<file path="src/rtl/dtsr_pkg.sv">
// ----------------------------------------------------------------------------
// dtsr_pkg
// Shared types and constants for the decimal truncated square root core.
// ----------------------------------------------------------------------------
`default_nettype none

package dtsr_pkg;

    localparam int INT_BITS   = 24;
    localparam int FRAC_BITS  = 32;
    localparam int MAX_DIGITS = 15;

    // fixed field widths of the request and result
    localparam int RADICAND_W = 56;
    localparam int DIGITS_W   = 4;
    localparam int ROOT_OUT_W = 62;

    localparam int RAD_BITS = INT_BITS + FRAC_BITS;
    // bits added by 100^MAX_DIGITS, i.e. 2*MAX_DIGITS*log2(10), rounded up
    localparam int GROWTH_BITS = (MAX_DIGITS * 2 * 3322 + 999) / 1000;
    localparam int SCALED_BITS = RAD_BITS + GROWTH_BITS;
    // integer square root runs over (scaled >> FRAC_BITS), two bits per step
    localparam int ROOT_BITS = (SCALED_BITS - FRAC_BITS + 1) / 2;
    localparam int T_W       = FRAC_BITS + 2 * ROOT_BITS;
    localparam int REM_W     = ROOT_BITS + 1;

    localparam int SCALE_STEPS = 2 * MAX_DIGITS;
    localparam int CNT_MAX     = (ROOT_BITS > SCALE_STEPS) ? ROOT_BITS : SCALE_STEPS;
    localparam int CNT_W       = $clog2(CNT_MAX + 1);

    typedef struct packed {
        logic [RADICAND_W-1:0] radicand;
        logic [DIGITS_W-1:0]   frac_digits;
    } in_req_t;

    typedef struct packed {
        logic [ROOT_OUT_W-1:0] root_scaled;
        logic [DIGITS_W-1:0]   digits_used;
    } out_req_t;

    typedef struct packed {
        logic load;
        logic mul10;
        logic step;
    } dp_cmd_t;

    typedef struct packed {
        logic [DIGITS_W-1:0] digits;
    } dp_status_t;

endpackage

`default_nettype wire

</file>
<file path="src/rtl/decimal_truncated_square_root_core.sv">
// ----------------------------------------------------------------------------
// decimal_truncated_square_root_core
// floor(sqrt(radicand) * 10^k) for a 24.32 fixed point radicand, k <= 15.
// ----------------------------------------------------------------------------
// Usage:
//   Input channel in_valid/in_stall/in_data carries a radicand and a digit
//   count k; k above 15 is clamped to 15 and echoed as digits_used.
//   Output channel out_valid/out_stall/out_data returns one result per request.
//   One request is in flight at a time: in_stall stays high from acceptance
//   until the result has been taken.
//   Sequence: a load, x10 scaling on a shift-add unit (two passes per
//   digit), a turnaround, 62 root steps (two radicand bits per step on one
//   65-bit subtract/compare), then the result shows.
//   A stalled result is held unchanged in the datapath registers until
//   out_stall drops; no new request is taken meanwhile.
//   Reset returns the sequencer to idle with no result pending; no memory
//   to clear, so a request can be taken as soon as reset is released.
// ----------------------------------------------------------------------------
`default_nettype none

module decimal_truncated_square_root_core (
    input  wire                 clk,
    input  wire                 rst_n,
    input  wire                 in_valid,
    output logic                in_stall,
    input  dtsr_pkg::in_req_t   in_data,
    output logic                out_valid,
    input  wire                 out_stall,
    output dtsr_pkg::out_req_t  out_data
);

    dtsr_pkg::dp_cmd_t    cmd;
    dtsr_pkg::dp_status_t status;

    dtsr_ctrl u_ctrl (
        .clk       (clk),
        .rst_n     (rst_n),
        .in_valid  (in_valid),
        .in_stall  (in_stall),
        .out_valid (out_valid),
        .out_stall (out_stall),
        .status    (status),
        .cmd       (cmd)
    );

    dtsr_datapath u_datapath (
        .clk      (clk),
        .rst_n    (rst_n),
        .in_data  (in_data),
        .cmd      (cmd),
        .status   (status),
        .out_data (out_data)
    );

endmodule

`default_nettype wire

</file>
<file path="src/rtl/dtsr_datapath.sv">
// ----------------------------------------------------------------------------
// dtsr_datapath
// Decimal scaling by repeated x10 and a two-bits-per-step integer square root.
// ----------------------------------------------------------------------------
`default_nettype none

module dtsr_datapath (
    input  wire                  clk,
    input  wire                  rst_n,
    input  dtsr_pkg::in_req_t    in_data,
    input  dtsr_pkg::dp_cmd_t    cmd,
    output dtsr_pkg::dp_status_t status,
    output dtsr_pkg::out_req_t   out_data
);

    logic [dtsr_pkg::T_W-1:0]       t_reg, t_next;
    logic [dtsr_pkg::REM_W-1:0]     rem_reg, rem_next;
    logic [dtsr_pkg::ROOT_BITS-1:0] root_reg, root_next;
    logic [dtsr_pkg::DIGITS_W-1:0]  k_reg, k_next;

    logic [dtsr_pkg::ROOT_BITS+2:0] shifted;
    logic [dtsr_pkg::ROOT_BITS+2:0] trial;
    logic [dtsr_pkg::ROOT_BITS+2:0] diff;
    logic                           ge;
    logic [dtsr_pkg::DIGITS_W-1:0]  k_sat;

    always_comb
    begin
        k_sat = (in_data.frac_digits > dtsr_pkg::DIGITS_W'(dtsr_pkg::MAX_DIGITS))
              ? dtsr_pkg::DIGITS_W'(dtsr_pkg::MAX_DIGITS) : in_data.frac_digits;

        // bring down the next pair of radicand bits
        shifted = {rem_reg, t_reg[dtsr_pkg::T_W-1 -: 2]};
        trial   = {1'b0, root_reg, 2'b01};
        diff    = shifted - trial;
        ge      = (shifted >= trial);

        t_next    = t_reg;
        rem_next  = rem_reg;
        root_next = root_reg;
        k_next    = k_reg;

        if (cmd.load)
        begin
            t_next    = dtsr_pkg::T_W'(in_data.radicand[dtsr_pkg::RAD_BITS-1:0]);
            rem_next  = '0;
            root_next = '0;
            k_next    = k_sat;
        end
        else if (cmd.mul10)
        begin
            t_next = (t_reg << 3) + (t_reg << 1);
        end
        else if (cmd.step)
        begin
            t_next    = t_reg << 2;
            rem_next  = ge ? diff[dtsr_pkg::REM_W-1:0] : shifted[dtsr_pkg::REM_W-1:0];
            root_next = {root_reg[dtsr_pkg::ROOT_BITS-2:0], ge};
        end
    end

    // payload only, no reset needed
    always_ff @(posedge clk)
    begin
        t_reg    <= t_next;
        rem_reg  <= rem_next;
        root_reg <= root_next;
        k_reg    <= k_next;
    end

    assign status.digits        = k_reg;
    assign out_data.root_scaled = dtsr_pkg::ROOT_OUT_W'(root_reg);
    assign out_data.digits_used = k_reg;

`ifndef SYNTHESIS
    // saturation must keep the digit count in range
    assert property (@(posedge clk) disable iff (!rst_n)
        $past(cmd.load) |-> (k_reg <= dtsr_pkg::DIGITS_W'(dtsr_pkg::MAX_DIGITS)))
        else $error("digit count above maximum after load");
`endif

endmodule

`default_nettype wire

</file>
<file path="src/rtl/dtsr_ctrl.sv">
// ----------------------------------------------------------------------------
// dtsr_ctrl
// Sequencer: load, decimal scaling passes, root steps, result hold.
// ----------------------------------------------------------------------------
`default_nettype none

module dtsr_ctrl (
    input  wire                   clk,
    input  wire                   rst_n,
    input  wire                   in_valid,
    output logic                  in_stall,
    output logic                  out_valid,
    input  wire                   out_stall,
    input  dtsr_pkg::dp_status_t  status,
    output dtsr_pkg::dp_cmd_t     cmd
);

    typedef enum logic [1:0] {
        IDLE,
        SCALE,
        ROOT,
        DONE
    } state_t;

    state_t                   state_reg, state_next;
    logic [dtsr_pkg::CNT_W-1:0] cnt_reg, cnt_next;
    logic [dtsr_pkg::CNT_W-1:0] scale_target;

    assign scale_target = dtsr_pkg::CNT_W'({status.digits, 1'b0});

    always_comb
    begin
        state_next = state_reg;
        cnt_next   = cnt_reg;
        cmd        = '0;
        case (state_reg)
            IDLE:
            begin
                if (in_valid)
                begin
                    cmd.load   = 1'b1;
                    cnt_next   = '0;
                    state_next = SCALE;
                end
            end
            SCALE:
            begin
                // two x10 passes per decimal digit
                if (cnt_reg == scale_target)
                begin
                    cnt_next   = '0;
                    state_next = ROOT;
                end
                else
                begin
                    cmd.mul10 = 1'b1;
                    cnt_next  = cnt_reg + 1'b1;
                end
            end
            ROOT:
            begin
                cmd.step = 1'b1;
                cnt_next = cnt_reg + 1'b1;
                if (cnt_reg == dtsr_pkg::CNT_W'(dtsr_pkg::ROOT_BITS - 1))
                begin
                    state_next = DONE;
                end
            end
            DONE:
            begin
                if (!out_stall)
                begin
                    state_next = IDLE;
                end
            end
            default:
            begin
                state_next = IDLE;
            end
        endcase
    end

    always_ff @(posedge clk or negedge rst_n)
    begin
        if (!rst_n)
        begin
            state_reg <= IDLE;
            cnt_reg   <= '0;
        end
        else
        begin
            state_reg <= state_next;
            cnt_reg   <= cnt_next;
        end
    end

    assign in_stall  = (state_reg != IDLE);
    assign out_valid = (state_reg == DONE);

`ifndef SYNTHESIS
    assert property (@(posedge clk) disable iff (!rst_n)
        $onehot0({cmd.load, cmd.mul10, cmd.step}))
        else $error("more than one datapath command");

    assert property (@(posedge clk) disable iff (!rst_n)
        !(out_valid && !in_stall))
        else $error("new request taken while result pending");

    assert property (@(posedge clk) disable iff (!rst_n)
        cmd.load |=> (state_reg == SCALE) && (cnt_reg == '0))
        else $error("load not followed by scaling");

    assert property (@(posedge clk) disable iff (!rst_n)
        (state_reg == ROOT) |-> (cnt_reg < dtsr_pkg::CNT_W'(dtsr_pkg::ROOT_BITS)))
        else $error("root step count overrun");
`endif

endmodule

`default_nettype wire
</file>
<file path="config.mk">
export PLATFORM = sky130hd
export DESIGN_NAME = decimal_truncated_square_root_core
export DESIGN_NICKNAME = d
export VERILOG_FILES = /design/src/rtl/dtsr_pkg.sv /design/src/rtl/decimal_truncated_square_root_core.sv /design/src/rtl/dtsr_datapath.sv /design/src/rtl/dtsr_ctrl.sv
export SDC_FILE = /design/constraint.sdc
export NUM_CORES = 1
export LEC_CHECK = 0
export BUFFER_PORTS_ARGS = -buffer_cell sky130_fd_sc_hd__buf_2
export CORE_ASPECT_RATIO = 1.75
export CORE_UTILIZATION = 59
export CTS_BUF_LIST = sky130_fd_sc_hd__clkbuf_2 sky130_fd_sc_hd__clkbuf_4 sky130_fd_sc_hd__clkbuf_8
export DETAILED_ROUTE_END_ITERATION = 12
export PLACE_DENSITY = 0.79
export SLEW_MARGIN = 5
export SYNTH_ARGS = -nofsm -noshare
export SYNTH_HDL_FRONTEND = slang
export SYNTH_SLANG_ARGS = --single-unit
</file>
<file path="constraint.sdc">
create_clock -name clk -period 3.5 [get_ports clk]
set_input_delay 0.35 -clock clk [delete_from_list [all_inputs] [get_ports clk]]
set_output_delay 0.35 -clock clk [all_outputs]
set_load 0.01 [all_outputs]
</file>
==> results of run 1 <==
[cells in the final DEF (no fill, tap or decap), drive strengths merged, types with 74 or more instances in the layout]
master / synthesis / layout
mux2i: 92 / 92
ha: 222 / 222
xnor2: 117 / 117
nor3: 76 / 76
a31oi: 91 / 91
a21oi: 423 / 423
xor2: 74 / 74
inv: 140 / 142
nand4: 120 / 120
buf: 34 / 642
nand2: 447 / 447
dfxtp: 225 / 225
nor2: 348 / 348
a21o: 102 / 102
o21ai: 384 / 384
[logic make-up (layout without fill, tap and decap cells)]
group                    after synthesis  in the layout
adder cells (fa/ha/maj)              223            223
buffers and inverters                375            881
AO/OA/AOI/OAI                       1338           1338
other                                  0              6
multiplexers                         100            100
XOR/XNOR                             191            191
flip-flops                           293            293
AND/OR/NAND/NOR                     1195           1196
[worst min-delay path by stage]
stage	startpoint	to	slack, ns	cells after the start
after detailed placement	rst_n	u_ctrl.cnt_reg[4]	0.21	1
after global routing	in_data[27]	u_datapath.t_reg[23]	0.007	3
after floorplan	rst_n	u_ctrl.cnt_reg[0]	0.05	0
after CTS	in_data[46]	u_datapath.t_reg[42]	0.0003	3
final	in_data[23]	u_datapath.t_reg[19]	-0.0009	3
after global placement	rst_n	u_ctrl.cnt_reg[3]	0.20	1
[metal layers]
metal  vias to the layer above  share of wire  global-route usage
li1                      14499              -                   -
met2                      1606           0.50               0.746
met4                         4           0.10               0.378
met3                       684          0.065              0.0749
met5                         -        0.00028                   0
met1                     14667           0.34               0.391
[per-stage QoR]
step                      hold WS (ns)  instance area [µm²]  setup TNS [ns]
after global placement           0.204                31200           -5.03
final                        -0.000900                34100           -3.22
after CTS                     0.000272                32600         -0.0515
after global routing           0.00713                34100          -12.99
after detailed placement         0.206                31200           -8.98
after floorplan                 0.0544                27000               0
[critical path: stages (launching register included)]
cell,delay [ns]
edfxtp_1,0.51
ha_4,0.29
buf_4,0.15
a21oi_4,0.31
o221ai_2,0.15
a211oi_2,0.32
o41ai_4,0.12
o211ai_4,0.24
nand3b_1,0.18
a41oi_4,0.33
o31ai_1,0.14
buf_4,0.20
a31o_2,0.26
o32ai_2,0.24
o22ai_1,0.12
[layout make-up]
cell class | instances | area (µm²) | share of cell area
Multi-Input combinational cell | 3048 | 20600 | 0.602
Sequential cell | 293 | 6510 | 0.191
Timing Repair Buffer | 658 | 4800 | 0.141
Clock buffer | 72 | 872 | 0.0255
Tap cell | 577 | 722 | 0.0211
Inverter | 140 | 531 | 0.0155
Clock inverter | 11 | 128 | 0.00374
Antenna cell | 6 | 15.0 | 0.000440
[what timing repair did]
| item | 4_1_cts | 5_1_grt |
|---|---|---|
| hold endpoints to repair | 23 | 0 |
| pin swaps | 14 | 93 |
| gates cloned | 0 | 1 |
| hold buffers | 16 | 0 |
| resized for setup | 60 | 268 |
| buffers inserted | 6 | 29 |
| setup endpoints to repair | 79 | 163 |
==> flow_summary.yaml, run 1 <==
run_status:
  status: "finished, violations left"
  violations: "negative hold slack, negative setup slack"
clocking:
  cts_tree: "yes"
  cts_htree_levels: 2
  clock_sinks: 293
  root_buffer: "clkbuf_8"
  path_clk_slew_ns: 0.07
  cts_buffers: 46
  ctsLongestPathBuffers: 3
  clk_latency_ns: 0.65
routing:
  drtIter0Drc: 2912
  drt_wl_total_um: 103000
  ant_nets: 0
  wire_per_inst_um: 21.4
  route.vias.total: 31460
  drcViolationCount: 0
  vias_per_cell: 6.55
  dr.pass1.iters: 9
die:
  die_area_um2: 46600
  dieWidth_um: 164
  core-area_um2: 45100
  num_rows: 103
  ios: 132
  start_util: 0.598
  die_height_um: 285
timing:
  fin_worst_skew_ns: 0.0299
  slew_violations: 0
  slew_headroom: 0.0407
  rsz0062_at_grt: "yes"
  tightest_slew_ns: 1.43
  holdWs_ns: -0.000900
  hold_viol: 1
  fin_crit_ns: 3.71
  finalSetupViolations: 50
  finalCritPeriodShare: 1.06
  setup_ws_ns: -0.212
  max_freq_mhz: 269
setup_path:
  r2r_start: "u_datapath.t_reg[10]"
  rr_worst_depth: 14
  cp-start-kind: "register"
  r2r_setup_slack_ns: -0.21
  critPathMaxFanout: 5
  end_kind: "register"
  worst_ep_required_time_ns: 4.00
  path_class: "reg -> reg"
  startpoint: "u_datapath.t_reg[10]"
  r2r_end: "u_datapath.t_reg[154]"
  cp.arrival_ns: 4.21
  cp-endpoint: "u_datapath.t_reg[154]"
logic_synthesis:
  yosys.area.top_type: "dfxtp_1"
  synth.top_cells.by_area: "dfxtp_1 (17%), ha_1 (10%), a21oi_1 (7.8%)"
  synth_cells: 3715
  synth-main-ff-cell: "dfxtp_1"
  synthSimpleGateAreaFrac: 0.200
  syn_avg_cell_area_um2: 7.26
  synth_mux_area_frac: 0.0375
  yosysMostFrequentCell: "nand2_1"
  synth_compound_area_frac: 0.302
  synth-edff-count: 60
  ys_types: 86
  async_flop_share: 0.0273
  synth_top_cells_by_count: "nand2_1 (447), a21oi_1 (423), o21ai_0 (379)"
  synth_top_area_frac: 0.167
  synth_fa_ha_area_frac: 0.104
  syn_area_um2: 27000
  synth-xor-area-share: 0.0620
  ys_warn_count: 0
  syn_nets: 4002
  synth_seq_cells: 293
  synth_top_family_by_area: "compound AO/OA/AOI/OAI gates"
  yosysSeqAreaShare: 0.241
job:
  maxCapViolCount: 0
placed_design:
  io_buffer_count: 131
  dp_hpwl_um: 75200
  gp_congestion: 1.09
  dp_cells: 4665
  place_ws_ns: -0.393
global_routing:
  grt_pass1_wl_um: 154000
  grt_pass1_vias: 30714
  antenna_found_initial: 5
  grt_max_degree: 115
  overflow: 0
  track_usage: 0.414
final_layout:
  fill_cells: 3522
  instances_no_fill: 4805
  final_core_util: 0.757
  largest_reg_flops: 156
  layout-drive-gt1-share: 0.233
  synthToLayoutAreaGrowth_pct: 26.6
  finalNetCount: 4474
worst_hold_path:
  hold_class: "in -> reg"
Power of run 1 is not shown: default switching activity piles up to over one toggle a cycle in this logic, so the estimate is an artifact.
==> inputs of run 2 (changes only) <==
==> constraint.sdc (replaced) <==
create_clock -name clk -period 3.5 [get_ports clk]
set_input_delay 0.7 -clock clk [delete_from_list [all_inputs] [get_ports clk]]
set_output_delay 0.7 -clock clk [all_outputs]
set_load 0.01 [all_outputs]
==> run 2 against run 1 <==
Net effect:
- the run ends with negative setup slack left
- wire length is 1.4% higher
- worst hold slack better by 0.21 ns
- via count is 0.17% higher
- die area stayed put
- flip-flop and latch count stayed put
- clock skew is 0.015 ns higher
- cell area is 0.68% higher
- global-route usage is 0.62 points higher
- critical endpoint is now u_datapath.t_reg[83]
- setup slack better by 0.13 ns
- utilization is 0.52 points higher
- maximum frequency is 3.7% higher
==> flow_summary.yaml, run 2 (synthesized netlist as in run 1, its figures left out) <==
timing:
  fin_setup_tns_ns: -0.431
  setup_ws_ns: -0.0817
  rsz0062_at_grt: "yes"
  fin_worst_skew_ns: 0.0445
  holdWs_ns: 0.214
  slew_headroom: 0.255
  fin_crit_ns: 3.58
  slew_violations: 0
  max_freq_mhz: 279
  finalSetupViolations: 15
  hold_viol: 0
  tightest_slew_ns: 1.11
  finalCritPeriodShare: 1.02
placed_design:
  gp_congestion: 1.06
  dp_hpwl_um: 76500
  io_buffer_count: 131
  place_ws_ns: -0.326
setup_path:
  path_class: "reg -> reg"
  worst_ep_required_time_ns: 4.02
  r2r_start: "u_datapath.t_reg[2]"
  crit_chain: "ha_2 -> fa_2 -> a21o_1 -> a221o_1 -> a211oi_4 -> nor3_4 -> or2_1 -> a221o_1 -> buf_4 -> buf_6 -> nand3_4 -> nand2_4 -> a21oi_4 -> xor2_2 -> o21ai_1"
  path_common_cell: "a221o_1"
  path_depth: 15
  cp.arrival_ns: 4.11
  cp-start-kind: "register"
  rr_worst_depth: 15
  cp_slowest_stage_delay_ns: 0.42
  end_kind: "register"
  slowest_stage: "edfxtp_1"
  critPathTopFamily: "compound AO/OA/AOI/OAI gates"
  crit_buf_inv: 2
  r2r_setup_slack_ns: -0.08
  critPathMaxFanout: 3
  r2r_end: "u_datapath.t_reg[83]"
final_layout:
  synthToLayoutAreaGrowth_pct: 27.5
  fill_cells: 3422
  finalNetCount: 4470
  largest_reg_flops: 156
  layout-drive-gt1-share: 0.235
  layout_commonest_cell: "buf_4"
  final_cell_mix: "buf_4 (488), nand2_1 (437), a21oi_1 (384), nor2_1 (340), o21ai_0 (336)"
  final_core_util: 0.762
worst_hold_path:
  whs_path_depth: 1
  min_from: "in_data[1]"
  hold_class: "in -> reg"
  hold-path-endpoint: "u_datapath.status[1]"
global_routing:
  antenna_found_initial: 6
  grt_pass1_wl_um: 155000
  track_usage: 0.420
  grt_pass1_vias: 30907
  grt_max_degree: 112
  overflow: 0
routing:
  drcViolationCount: 0
  wire_per_inst_um: 21.7
  ant_nets: 0
  dr.pass1.iters: 7
  drtIter0Drc: 2689
  drt_wl_total_um: 104000
  route.vias.total: 31515
  vias_per_cell: 6.56
die:
  die_area_um2: 46600
  ios: 132
  start_util: 0.598
  num_rows: 103
  die_height_um: 285
  core-area_um2: 45100
  dieWidth_um: 164
clocking:
  clk_latency_ns: 0.67
  cts_htree_levels: 2
  cts_tree: "yes"
  clock_sinks: 293
  root_buffer: "clkbuf_8"
  path_clk_slew_ns: 0.07
  ctsLongestPathBuffers: 3
  cts_buffers: 47
run_status:
  violations: "negative setup slack"
  status: "finished, violations left"
job:
  maxCapViolCount: 0
## run 2: cell types whose count changed in the layout (fill, tap and decap cells not counted), sizes merged
cell / delta
clkbuf: -16
buf: +9
clkinv: +9
clkinvlp: +3
bufinv: +10
diode: -3
dlygate4sd3: -15
## run 2: how the worst max path moves through the flow
stage / slack, ns / endpoint / start
2_1_floorplan: 0.005 / u_datapath.t_reg[141] / u_datapath.t_reg[0]
3_3_place_gp: -0.22 / u_datapath.t_reg[143] / u_datapath.t_reg[12]
3_5_place_dp: -0.33 / u_datapath.t_reg[151] / u_datapath.t_reg[2]
4_1_cts: -0.06 / u_datapath.t_reg[155] / u_datapath.t_reg[0]
5_1_grt: -0.32 / u_datapath.t_reg[154] / u_datapath.t_reg[20]
6_report: -0.08 / u_datapath.t_reg[83] / u_datapath.t_reg[2]
## run 2: final cells by class
| class | count | area (µm²) | area share |
|---|---|---|---|
| clock buffer | 55 | 732 | 0.0213 |
| multi-input combinational | 3048 | 20600 | 0.599 |
| antenna | 3 | 7.51 | 0.000218 |
| clock inverter | 33 | 498 | 0.0145 |
| inverter | 140 | 531 | 0.0154 |
| sequential | 293 | 6510 | 0.189 |
| timing repair buffer | 653 | 4790 | 0.139 |
| tap | 577 | 722 | 0.0210 |
## run 2: through the flow
step	instances	cell area [µm²]
after floorplan	3715	27000
after global placement	4661	31200
after detailed placement	4661	31200
after CTS	4761	32700
after global routing	4800	34400
final	4802	34400
## run 2: timing repair
item                                    CTS  global route
resized for setup                        53           266
pin swaps                                27           112
hold buffers                              1             0
setup buffers                            12            41
endpoints found under the setup margin   68           165
gates cloned                              0             2
hold endpoints to repair                  8             0
## run 2: per-layer routing
metal | part of all wire | track usage | vias to the layer above
met2 | 0.50 | 0.763 | 1507
met5 | 0.00038 | 0 | -
met1 | 0.33 | 0.396 | 14802
li1 | - | - | 14514
met3 | 0.062 | 0.0703 | 686
met4 | 0.10 | 0.384 | 6
Power of run 2 is left out for the same reason.
